===== src/sv/tfht_pkg.sv =====
`timescale 1ns / 1ps
package tfht_pkg;

    localparam int HOME_ENTRIES     = 2048;
    localparam int OVERFLOW_ENTRIES = 1024;
    localparam int TOTAL_ENTRIES    = HOME_ENTRIES + OVERFLOW_ENTRIES;

    localparam int GUEST_W = 32;
    localparam int HOST_W  = 64;
    localparam int HOME_W  = $clog2(HOME_ENTRIES);
    localparam int POS_W   = $clog2(TOTAL_ENTRIES);
    // link 0 ends the chain, k names overflow slot k-1
    localparam int LINK_W  = $clog2(OVERFLOW_ENTRIES + 1);

    localparam logic MODE_LOOKUP = 1'b0;
    localparam logic MODE_INSERT = 1'b1;

    typedef struct packed {
        logic [GUEST_W-1:0] guest;
        logic [HOST_W-1:0]  host;
        logic [LINK_W-1:0]  link;
    } entry_t;

    localparam int ENTRY_W = $bits(entry_t);

    typedef struct packed {
        logic              re;
        logic [POS_W-1:0]  raddr;
        logic              we;
        logic [POS_W-1:0]  waddr;
        entry_t            wdata;
    } ent_req_t;

    typedef struct packed {
        logic              re;
        logic [HOME_W-1:0] raddr;
        logic              we;
        logic [HOME_W-1:0] waddr;
        logic              wdata;
    } home_req_t;

endpackage


===== src/sv/tfht_ctrl.sv =====
`timescale 1ns / 1ps
module tfht_ctrl (
    input  logic                         aclk,
    input  logic                         aresetn,
    input  logic                         s_valid,
    output logic                         s_ready,
    input  logic                         s_mode,
    input  logic [tfht_pkg::GUEST_W-1:0] s_guest_addr,
    input  logic [tfht_pkg::HOST_W-1:0]  s_host_addr,
    output logic                         m_valid,
    input  logic                         m_ready,
    output logic                         m_found,
    output logic [tfht_pkg::HOST_W-1:0]  m_result_addr,
    output logic                         m_table_full,
    output tfht_pkg::ent_req_t           ent_req,
    input  tfht_pkg::entry_t             ent_rdata,
    output tfht_pkg::home_req_t          home_req,
    input  logic                         home_rdata
);
    import tfht_pkg::*;

    typedef enum logic [6:0] {
        ST_CLEAR = 7'b0000001,
        ST_IDLE  = 7'b0000010,
        ST_HOME  = 7'b0000100,
        ST_WALK  = 7'b0001000,
        ST_LINK  = 7'b0010000,
        ST_FRESH = 7'b0100000,
        ST_DONE  = 7'b1000000
    } state_t;

    state_t              state_reg, state_next;
    logic [HOME_W-1:0]   clr_reg, clr_next;
    logic [LINK_W-1:0]   nfo_reg, nfo_next;
    logic                mode_reg, mode_next;
    logic [GUEST_W-1:0]  guest_reg, guest_next;
    logic [HOST_W-1:0]   host_reg, host_next;
    logic [POS_W-1:0]    pos_reg, pos_next;
    logic                res_found_reg, res_found_next;
    logic [HOST_W-1:0]   res_addr_reg, res_addr_next;
    logic                res_full_reg, res_full_next;
    logic                m_valid_reg, m_valid_next;
    logic                m_found_reg, m_found_next;
    logic [HOST_W-1:0]   m_addr_reg, m_addr_next;
    logic                m_full_reg, m_full_next;

    logic                live;
    logic [POS_W-1:0]    link_pos;
    logic [HOME_W-1:0]   s_bucket;

    assign s_bucket = s_guest_addr[HOME_W+1:2];
    assign live     = (state_reg == ST_HOME) ? home_rdata : 1'b1;
    assign link_pos = POS_W'(HOME_ENTRIES) + POS_W'(ent_rdata.link) - POS_W'(1);

    assign s_ready       = (state_reg == ST_IDLE);
    assign m_valid       = m_valid_reg;
    assign m_found       = m_found_reg;
    assign m_result_addr = m_addr_reg;
    assign m_table_full  = m_full_reg;

    always_comb begin
        state_next     = state_reg;
        clr_next       = clr_reg;
        nfo_next       = nfo_reg;
        mode_next      = mode_reg;
        guest_next     = guest_reg;
        host_next      = host_reg;
        pos_next       = pos_reg;
        res_found_next = res_found_reg;
        res_addr_next  = res_addr_reg;
        res_full_next  = res_full_reg;
        m_valid_next   = m_valid_reg & ~m_ready;
        m_found_next   = m_found_reg;
        m_addr_next    = m_addr_reg;
        m_full_next    = m_full_reg;
        ent_req        = '0;
        home_req       = '0;

        case (state_reg)
            ST_CLEAR: begin
                home_req.we    = 1'b1;
                home_req.waddr = clr_reg;
                home_req.wdata = 1'b0;
                clr_next       = clr_reg + HOME_W'(1);
                if (clr_reg == {HOME_W{1'b1}}) begin
                    state_next = ST_IDLE;
                end
            end
            ST_IDLE: begin
                if (s_valid) begin
                    mode_next      = s_mode;
                    guest_next     = s_guest_addr;
                    host_next      = s_host_addr;
                    pos_next       = POS_W'(s_bucket);
                    res_found_next = 1'b0;
                    res_addr_next  = '0;
                    res_full_next  = 1'b0;
                    home_req.re    = 1'b1;
                    home_req.raddr = s_bucket;
                    ent_req.re     = 1'b1;
                    ent_req.raddr  = POS_W'(s_bucket);
                    state_next     = ST_HOME;
                end
            end
            ST_HOME, ST_WALK: begin
                if (!live) begin
                    // empty home slot: lookup misses, insert claims it
                    if (mode_reg == MODE_INSERT) begin
                        home_req.we         = 1'b1;
                        home_req.waddr      = pos_reg[HOME_W-1:0];
                        home_req.wdata      = 1'b1;
                        ent_req.we          = 1'b1;
                        ent_req.waddr       = pos_reg;
                        ent_req.wdata.guest = guest_reg;
                        ent_req.wdata.host  = host_reg;
                        ent_req.wdata.link  = '0;
                    end
                    state_next = ST_DONE;
                end else if (mode_reg == MODE_LOOKUP) begin
                    if (ent_rdata.guest == guest_reg) begin
                        res_found_next = 1'b1;
                        res_addr_next  = ent_rdata.host;
                        state_next     = ST_DONE;
                    end else if (ent_rdata.link == '0) begin
                        state_next = ST_DONE;
                    end else begin
                        ent_req.re    = 1'b1;
                        ent_req.raddr = link_pos;
                        pos_next      = link_pos;
                        state_next    = ST_WALK;
                    end
                end else if ((state_reg == ST_HOME) &&
                             (nfo_reg == LINK_W'(OVERFLOW_ENTRIES))) begin
                    res_full_next = 1'b1;
                    state_next    = ST_DONE;
                end else if (ent_rdata.link == '0) begin
                    state_next = ST_LINK;
                end else begin
                    ent_req.re    = 1'b1;
                    ent_req.raddr = link_pos;
                    pos_next      = link_pos;
                    state_next    = ST_WALK;
                end
            end
            ST_LINK: begin
                // rewrite the tail with a link to the fresh overflow slot
                ent_req.we         = 1'b1;
                ent_req.waddr      = pos_reg;
                ent_req.wdata      = ent_rdata;
                ent_req.wdata.link = nfo_reg + LINK_W'(1);
                state_next         = ST_FRESH;
            end
            ST_FRESH: begin
                ent_req.we          = 1'b1;
                ent_req.waddr       = POS_W'(HOME_ENTRIES) + POS_W'(nfo_reg);
                ent_req.wdata.guest = guest_reg;
                ent_req.wdata.host  = host_reg;
                ent_req.wdata.link  = '0;
                nfo_next            = nfo_reg + LINK_W'(1);
                state_next          = ST_DONE;
            end
            ST_DONE: begin
                if (!m_valid_reg || m_ready) begin
                    m_valid_next = 1'b1;
                    m_found_next = res_found_reg;
                    m_addr_next  = res_addr_reg;
                    m_full_next  = res_full_reg;
                    state_next   = ST_IDLE;
                end
            end
            default: begin
                state_next = ST_IDLE;
            end
        endcase
    end

    always_ff @(posedge aclk) begin
        if (!aresetn) begin
            state_reg   <= ST_CLEAR;
            clr_reg     <= '0;
            nfo_reg     <= '0;
            m_valid_reg <= 1'b0;
        end else begin
            state_reg   <= state_next;
            clr_reg     <= clr_next;
            nfo_reg     <= nfo_next;
            m_valid_reg <= m_valid_next;
        end
    end

    always_ff @(posedge aclk) begin
        mode_reg      <= mode_next;
        guest_reg     <= guest_next;
        host_reg      <= host_next;
        pos_reg       <= pos_next;
        res_found_reg <= res_found_next;
        res_addr_reg  <= res_addr_next;
        res_full_reg  <= res_full_next;
        m_found_reg   <= m_found_next;
        m_addr_reg    <= m_addr_next;
        m_full_reg    <= m_full_next;
    end

endmodule


===== config.mk =====
export PLATFORM = sky130hd
export DESIGN_NAME = tfht_ctrl
export DESIGN_NICKNAME = d
export VERILOG_FILES = /design/src/sv/tfht_pkg.sv /design/src/sv/tfht_ctrl.sv
export SDC_FILE = /design/constraint.sdc
export NUM_CORES = 1
export LEC_CHECK = 0
export ABC_CLOCK_PERIOD_IN_PS = 7350
export BUFFER_PORTS_ARGS = -buffer_cell sky130_fd_sc_hd__clkbuf_2
export CAP_MARGIN = 20
export CORE_MARGIN = 2
export CORE_UTILIZATION = 40
export CTS_CLUSTER_SIZE = 25
export DETAILED_ROUTE_END_ITERATION = 10
export GPL_ROUTABILITY_DRIVEN = 0
export PLACE_DENSITY_LB_ADDON = 0.1
export SLEW_MARGIN = 20
export SYNTH_ARGS = -nofsm -noshare
export SYNTH_HDL_FRONTEND = slang
export SYNTH_SLANG_ARGS = --single-unit

===== constraint.sdc =====
create_clock -name aclk -period 7.35 [get_ports aclk]
set_input_delay 1.1025 -clock aclk [delete_from_list [all_inputs] [get_ports aclk]]
set_output_delay 1.1025 -clock aclk [all_outputs]
set_load 0.02 [all_outputs]

==> results of run 1 <==
[worst max-delay path, stage by stage (launching register included)]
cell      delay, ps
dfxtp_1         360
or4_4           560
or4b_4          540
nor3b_4         590
or2_4           590
buf_16          300
a22o_1          200
clkbuf_2        180
[area by class of cell]
class                           instances  area [µm²]  share of cell area
Clock inverter                         20         203              0.0136
Inverter                               21        78.8             0.00528
Sequential cell                       271        7840               0.525
Tap cell                              378         473              0.0317
Multi-Input combinational cell        460        3300               0.221
Clock buffer                           34         744              0.0499
Timing Repair Buffer                  444        2280               0.153
Antenna cell                            4        10.0            0.000671
[final timing paths]
| check | cells after the start | end | slack, ps |
|---|---|---|---|
| max reg2reg | 5 | res_addr_reg[44] | 4080 |
| max | 7 | ent_req[56] | 2320 |
| min reg2reg | 0 | m_table_full | 410 |
| min | 0 | m_table_full | 410 |
[through the flow]
step	cell area, µm²	setup WS (ps)	power, mW
after detailed placement	14000	2820	1.87
after global placement	13900	2650	1.87
final	14900	2320	3.28
after floorplan	11400	465	1.77
after global routing	14900	2090	3.40
after CTS	14900	2290	3.33
[cell usage in the layout (no fill, tap or decap), types with 20 or more instances in the layout]
cell type / n
a22o_1: 117
and2_1: 85
clkbuf_16: 29
clkbuf_2: 434
dfxtp_1: 30
edfxtp_1: 241
inv_1: 20
nand2_1: 44
nor2_1: 22
xnor2_1: 33
xor2_1: 37
[logic make-up after synthesis]
| family | count (synthesis) | synth area share |
|---|---|---|
| muxes | 2 | 0.00175 |
| adders and majority gates | 4 | 0.00438 |
| buffers and inverters | 75 | 0.0287 |
| xor gates and xnor gates | 70 | 0.0536 |
| AOI/OAI and AO/OA | 153 | 0.112 |
| and+or+nand+nor | 231 | 0.114 |
| DFF | 271 | 0.686 |
[power groups by stage]
stage / Sequential [mW] / Combinational, mW / Clock, mW
4_1_cts: 1.68 / 0.153 / 1.49
3_3_place_gp: 1.72 / 0.151 / 0
5_1_grt: 1.69 / 0.166 / 1.55
3_5_place_dp: 1.72 / 0.152 / 0
2_1_floorplan: 1.71 / 0.0571 / 0
6_report: 1.69 / 0.151 / 1.45
[per-layer routing]
layer | wire length [µm] | part of all wire | global-route usage
met2 | 16400 | 0.50 | 0.373
met4 | 733 | 0.022 | 0.0516
met1 | 13200 | 0.40 | 0.262
met3 | 2410 | 0.073 | 0.0510
met5 | 0 | 0 | 0
==> impl_metrics.ini, run 1 <==
[status]
outcome = finished clean

[setup_path]
cp-end-kind = output port
crit_start = state_reg[4]
required_ps = 6250
crit_fanout = 56
crit_arrival_ps = 3930
reg2reg_from = state_reg[4]
critical_path_class = reg -> out
start_kind = flip-flop

[synth]
yosys_warnings = 0
synth_edf_count = 241
yosysSeqAreaShare = 0.686
netlist_area_mm2 = 0.0114
synthTopCellsByCount = edfxtp_1 (241), a22o_1 (117), and2_1 (85), nand2_1 (44), clkbuf_1 (42)
yosysUniqueCellTypes = 48
synthFlopType = edfxtp_1
yosysTopAreaCell = edfxtp_1
synthesis.instances = 806
synth_top_area_share = 0.633
synth_most_common_cell = edfxtp_1
ys_ff_latch = 271
yosys-top-cells-area = edfxtp_1 (63%), a22o_1 (9.0%), dfxtp_1 (5.3%), and2_1 (4.7%), xor2_1 (2.8%)
syn_area_per_cell_um2 = 14.2
synth_nets = 1019
synthArstFlopShare = 0

[sta]
hold_slack_ps = 415
fmax_mhz = 199
tns_ps = 0
fin_crit_sh = 0.685
finalCriticalPeriod_ps = 5030
setup_viol = 0
slew_headroom = 0.340
hold_viol_final = 0
grt_setup_unrepaired = no
fin_worst_skew_ps = 11.7
final_max_slew_viol_count = 0
tightestPinTransition_ps = 991

[global_route]
overflow = 0
gr-usage-all-layers = 0.212
grt_pass1_vias = 8013
grt_pass1_wl_um = 48600
grt_max_degree = 68
antenna_found_initial = 3

[detailed_routing]
routed-via-count = 8207
vias_per_cell = 5.03
drc = 0
wl_per_cell_um = 20.1
routed_wl_um = 32800
final_antenna_net_count = 0
drt_iter0_drc = 422
first_pass_iters = 4

[floorplan]
fp.dieH_um = 173
core-area_mm2 = 0.0279
start_util = 0.409
std_cell_rows = 61
die_x_um = 173
die_area_mm2 = 0.0299
pin_count = 435

[clock_network]
cts_setup_buffers = 0
cts-root-buf = clkbuf_16
hold_buffers = 0
cts_buffer_depth = 3
clk_pin_slew_worst_paths_ps = 60
cts.sink_count = 271
cts_inserted_buffers = 29
worst_skew_pair.late_latency_ps = 550
cts_tree = yes
htree_num_levels = 1
cts_resized = 0

[power]
ir_worst_vdd_v = 0.000178
pwr-share-clk = 0.441
powerDensity_mw_per_mm2 = 220
p_sw_frac = 0.206
p_comb_frac = 0.046
sequentialPowerShare = 0.513
p_leak_nw = 6.36
netSwitchingPower_uw = 677
internal_power_mw = 2.61

[placement]
dp_hpwl_um = 24000
io_buffers = 434
place_inst = 1573

[final_layout]
fin_util = 0.534
area_growth_pct = 30.5
nFillCells = 2475
final_cells = 1632
drive_above_1_share = 0.397
nNetsFinal = 1440

[hold_path]
hp-class = reg -> reg
min_from = res_full_reg

[flow_run]
drv_cap = 0
No activity file was read; power rests on OpenSTA's default activity.
==> inputs of run 2 (changes only) <==
--- a/config.mk
+++ b/config.mk
@@ -5,7 +5,7 @@
 export SDC_FILE = /design/constraint.sdc
 export NUM_CORES = 1
 export LEC_CHECK = 0
-export ABC_CLOCK_PERIOD_IN_PS = 7350
+export ABC_CLOCK_PERIOD_IN_PS = 4080
 export BUFFER_PORTS_ARGS = -buffer_cell sky130_fd_sc_hd__clkbuf_2
 export CAP_MARGIN = 20
 export CORE_MARGIN = 2
==> constraint.sdc (replaced) <==
create_clock -name aclk -period 4.08 [get_ports aclk]
set_input_delay 0.612 -clock aclk [delete_from_list [all_inputs] [get_ports aclk]]
set_output_delay 0.612 -clock aclk [all_outputs]
set_load 0.02 [all_outputs]
==> run 2 against run 1 <==
Net effect:
- non-clock buffer count increased by 4
- global-route usage increased by 0.50 points
- design area unchanged
- count of clock-buffer cells in the layout increased by 9
==> impl_metrics.ini, run 2 (same netlist as run 1, synthesis figures left out) <==
[setup_path]
critical_path_class = reg -> out
required_ps = 3470
crit_arrival_ps = 3330
cpMaxStageDelayCell = or3_2
start_kind = flip-flop
slowest_delay_ps = 680
worstPathCellList = or4_4 -> or3_2 -> inv_2 -> nand2_1 -> o41ai_1 -> clkbuf_2
cp-end-kind = output port
crit_fanout = 26

[global_route]
busiest_layer = met2
antenna_found_initial = 2
grtUsageMet2 = 0.383
grt_pass1_wl_um = 50100
overflow = 0
grt_max_degree = 97
grt_pass1_vias = 8259
gr-usage-all-layers = 0.217
grt.met1_usage = 0.269
grt_use_met3 = 0.0477

[detailed_routing]
drt_iter0_drc = 522
first_pass_iters = 5
routed_wl_um = 33200
drc = 0
wl_per_cell_um = 20.3
routed-via-count = 8260
vias_per_cell = 5.06
final_antenna_net_count = 0

[placement]
dp_hpwl_um = 24300
place_inst = 1578
placed_area_mm2 = 0.0140
io_buffers = 434
pre_cts_slack_ps = 739

[floorplan]
core-area_mm2 = 0.0279
pin_count = 435
die_area_mm2 = 0.0299
std_cell_rows = 61
fp.dieH_um = 173
start_util = 0.409
die_x_um = 173

[final_layout]
nFillCells = 2530
nNetsFinal = 1444
multiInputGateArea_mm2 = 0.00331
drive_above_1_share = 0.400
area_growth_pct = 30.5
final_cell_mix = clkbuf_2 (434), edfxtp_1 (241), a22o_1 (117)
regArea_mm2 = 0.00784
final_cells = 1633
final_common_cell = clkbuf_2
final_cell_area_mm2 = 0.0149

[status]
outcome = finished clean

[sta]
final_max_slew_viol_count = 0
grt_setup_unrepaired = yes
tns_ps = 0
hold_viol_final = 0
fin_crit_sh = 0.967
finalCriticalPeriod_ps = 3940
timing.final.ws_setup_ps = 136
fmax_mhz = 254
tightestPinTransition_ps = 917
fin_worst_skew_ps = 8.18
slew_headroom = 0.388
setup_viol = 0

[clock_network]
cts-root-buf = clkbuf_16
cts_inserted_buffers = 29
cts.sink_count = 271
hold_buffers = 0
cts_buffer_depth = 3
htree_num_levels = 1
cts_tree = yes
worst_skew_pair.late_latency_ps = 550
clk_pin_slew_worst_paths_ps = 60

[flow_run]
drv_cap = 0

[power]
ir_worst_vdd_v = 0.000295
p_leak_nw = 6.37
powerDensity_mw_per_mm2 = 388
power.total_mw = 5.79

[hold_path]
hp-class = in -> reg
[run 2: changes by cell type in the layout (fill, tap and decap cells not counted), moves of 2 or more]
cell,before,now
buf_12,1,4
buf_4,8,10
bufinv_16,4,1
clkbuf_1,5,11
clkbuf_8,0,3
clkinv_1,10,4
diode_2,4,1
[run 2: worst paths after layout]
path                         start  cells after the start  slack (ps)                end
setup / recovery      state_reg[4]                      6         140       ent_req[122]
hold / removal    s_guest_addr[28]                      1         230      guest_reg[28]
setup reg to reg      state_reg[4]                      6         950         pos_reg[2]
hold reg to reg   res_addr_reg[46]                      0         410  m_result_addr[46]
[run 2: layout make-up]
class / instances / share of cell area
well taps: 378 / 0.0317
clock inverters: 11 / 0.00604
multi-input cells: 460 / 0.222
flip-flops and latches: 271 / 0.525
diodes: 1 / 0.000168
repair buffers: 448 / 0.156
clock buffers: 43 / 0.0542
inverters: 21 / 0.00528
[run 2: what timing repair did]
| action | 4_1_cts | 5_1_grt |
|---|---|---|
| gates resized for setup | 0 | 2 |
| setup buffers | 0 | 0 |
| setup endpoints to repair | 0 | 3 |
| endpoints found under the hold margin | 0 | 0 |
[run 2: through the flow]
| stage | hold slack, ps | util |
|---|---|---|
| 2_1_floorplan | 400 | - |
| 3_3_place_gp | 400 | 0.502 |
| 3_5_place_dp | 405 | 0.502 |
| 4_1_cts | 209 | 0.534 |
| 5_1_grt | 208 | 0.534 |
| 6_report | 231 | 0.534 |
[run 2: power by group]
part | leakage, nW | total (mW) | internal [mW] | switching (mW)
logic | 3.34 | 0.269 | 0.124 | 0.145
clock network | 0.442 | 2.48 | 1.43 | 1.05
registers | 2.59 | 3.04 | 3.02 | 0.0188
[run 2: metal layers]
layer | share of wire | vias up
li1 | - | 3891
met1 | 0.39 | 3969
met2 | 0.51 | 346
met3 | 0.069 | 52
met4 | 0.024 | 2
met5 | 0.00033 | -
[run 2: worst max-delay path: cells and delay by family (launching register included)]
kind | cells | cell delay, ps
AOI/OAI and AO/OA | 1 | 490
DFF | 1 | 370
and+or+nand+nor | 3 | 1540
buffers and inverters | 2 | 370
==> inputs of run 3 (changes only) <==
--- a/config.mk
+++ b/config.mk
@@ -8,6 +8,7 @@
 export ABC_CLOCK_PERIOD_IN_PS = 4080
 export BUFFER_PORTS_ARGS = -buffer_cell sky130_fd_sc_hd__clkbuf_2
 export CAP_MARGIN = 20
+export CORE_ASPECT_RATIO = 0.9
 export CORE_MARGIN = 2
 export CORE_UTILIZATION = 40
 export CTS_CLUSTER_SIZE = 25
==> run 3 against run 2 <==
Net effect:
- maximum frequency increased by 1.2%
- via count increased by 1.1%
- count of clock-buffer cells in the layout decreased by 8
- final cell count decreased by 0.98%
- die area about the same
- power increased by 6.7%
- sequential share of layout area decreased by 0.48 points
- routed wire length increased by 1.4%
- setup slack improved by 46 ps
- sequential power about the same
- non-clock buffer count increased by 2
- largest power group unchanged
==> impl_metrics.ini, run 3 (same netlist as run 1, synthesis figures left out) <==
[global_route]
grt_max_degree = 88
gr-usage-all-layers = 0.212
grt_pass1_vias = 8040
antenna_found_initial = 1
overflow = 0
grt_pass1_wl_um = 48000

[setup_path]
reg2reg_depth = 5
crit_arrival_ps = 3290
regToRegSetupSlack_ps = 1270
slowest_delay_ps = 560
reg2reg_from = state_reg[4]
crit_fanout = 44
start_kind = flip-flop
r2r_end = host_reg[14]
cpMaxStageDelayCell = or4_4
worstPathCellList = or4_4 -> or4b_4 -> nor3b_4 -> or2_4 -> buf_12 -> a22o_1 -> clkbuf_2
critical_path_class = reg -> out
cp-end-kind = output port
required_ps = 3470

[final_layout]
fin_util = 0.538
final_cell_mix = clkbuf_2 (434), edfxtp_1 (241), a22o_1 (117)
multiInputGateArea_mm2 = 0.00330
nFillCells = 2433
final_common_cell = clkbuf_2
drive_above_1_share = 0.405
area_growth_pct = 31.7
final_cell_area_mm2 = 0.0151
nNetsFinal = 1446
final_cells = 1617
regArea_mm2 = 0.00784

[floorplan]
start_util = 0.408
die_area_mm2 = 0.0299
pin_count = 435
die_x_um = 182
fp.dieH_um = 164
core-area_mm2 = 0.0280
std_cell_rows = 58

[placement]
dp_hpwl_um = 24600
place_inst = 1562
io_buffers = 434
pre_cts_slack_ps = 692
placed_area_mm2 = 0.0140

[power]
powerDensity_mw_per_mm2 = 410
ir_worst_vdd_v = 0.000283
sequentialPowerShare = 0.491
p_sw_frac = 0.203
power.total_mw = 6.18
internal_power_mw = 4.92
netSwitchingPower_mw = 1.25
p_comb_frac = 0.045
p_leak_nw = 6.44
pwr-share-clk = 0.464

[sta]
finalCriticalPeriod_ps = 3900
fin_crit_sh = 0.955
tns_ps = 0
slew_headroom = 0.377
final_max_slew_viol_count = 0
timing.final.ws_setup_ps = 183
tightestPinTransition_ps = 933
fmax_mhz = 257
grt_setup_unrepaired = no
hold_viol_final = 0
fin_worst_skew_ps = 17.5
setup_viol = 0
hold_slack_ps = 226

[detailed_routing]
routed_wl_um = 33600
drc = 0
wl_per_cell_um = 20.8
drt_iter0_drc = 515
final_antenna_net_count = 0
routed-via-count = 8349
vias_per_cell = 5.16
first_pass_iters = 5

[clock_network]
cts_setup_buffers = 0
cts_resized = 0
htree_num_levels = 1
hold_buffers = 0
cts-root-buf = clkbuf_16
clk_pin_slew_worst_paths_ps = 60
cts_buffer_depth = 3
cts_inserted_buffers = 29
cts.sink_count = 271
worst_skew_pair.late_latency_ps = 560
cts_tree = yes

[hold_path]
whs_endpoint = guest_reg[21]
min_from = s_guest_addr[21]
worstHoldPathCells = 1
hp-class = in -> reg

[status]
outcome = finished clean

[flow_run]
drv_cap = 0
## run 3: cell count changes in the layout (fill, tap and decap cells not counted), sizes merged
cell      change
clkbuf        -8
bufinv        +6
buf           +2
clkinv        +1
clkinvlp      +1
## run 3: layer usage
layer	track usage	wire length (µm)	vias to the layer above
li1	-	-	3898
met1	0.263	13600	4057
met2	0.379	16900	351
met3	0.0507	2460	43
met4	0.0491	638	0
met5	0	0	-
## run 3: area by class of cell
cell class              count  share of cell area
flip-flops and latches    271               0.520
multi-input cells         460               0.219
repair buffers            450               0.156
clock buffers              35              0.0510
well taps                 360              0.0299
clock inverters            19              0.0188
inverters                  21             0.00523
diodes                      1            0.000166
## run 3: worst max-delay path by stage
stage	slack [ps]	end	depth (start not counted)	startpoint
global placement	730	ent_req[92]	7	state_reg[4]
detailed placement	690	ent_req[125]	7	ent_rdata[7]
floorplan	80	ent_req[132]	6	state_reg[4]
global route	10	ent_req[77]	7	state_reg[4]
finish	180	ent_req[77]	7	state_reg[4]
CTS	130	ent_req[92]	7	state_reg[4]
## run 3: worst max-delay path, delay by kind of cell, from the launching register on
| family | cells | cell delay, ps |
|---|---|---|
| buf+inv | 2 | 460 |
| simple gates | 4 | 1680 |
| compound gates | 1 | 200 |
| flops | 1 | 370 |
## run 3: power by group through the flow
| stage | combinational (mW) | clock, mW | sequential [mW] |
|---|---|---|---|
| global route | 0.301 | 3.03 | 3.04 |
| detailed placement | 0.278 | 0 | 3.09 |
| global placement | 0.276 | 0 | 3.09 |
| floorplan | 0.103 | 0 | 3.09 |
| CTS | 0.279 | 2.93 | 3.03 |
| finish | 0.278 | 2.86 | 3.04 |
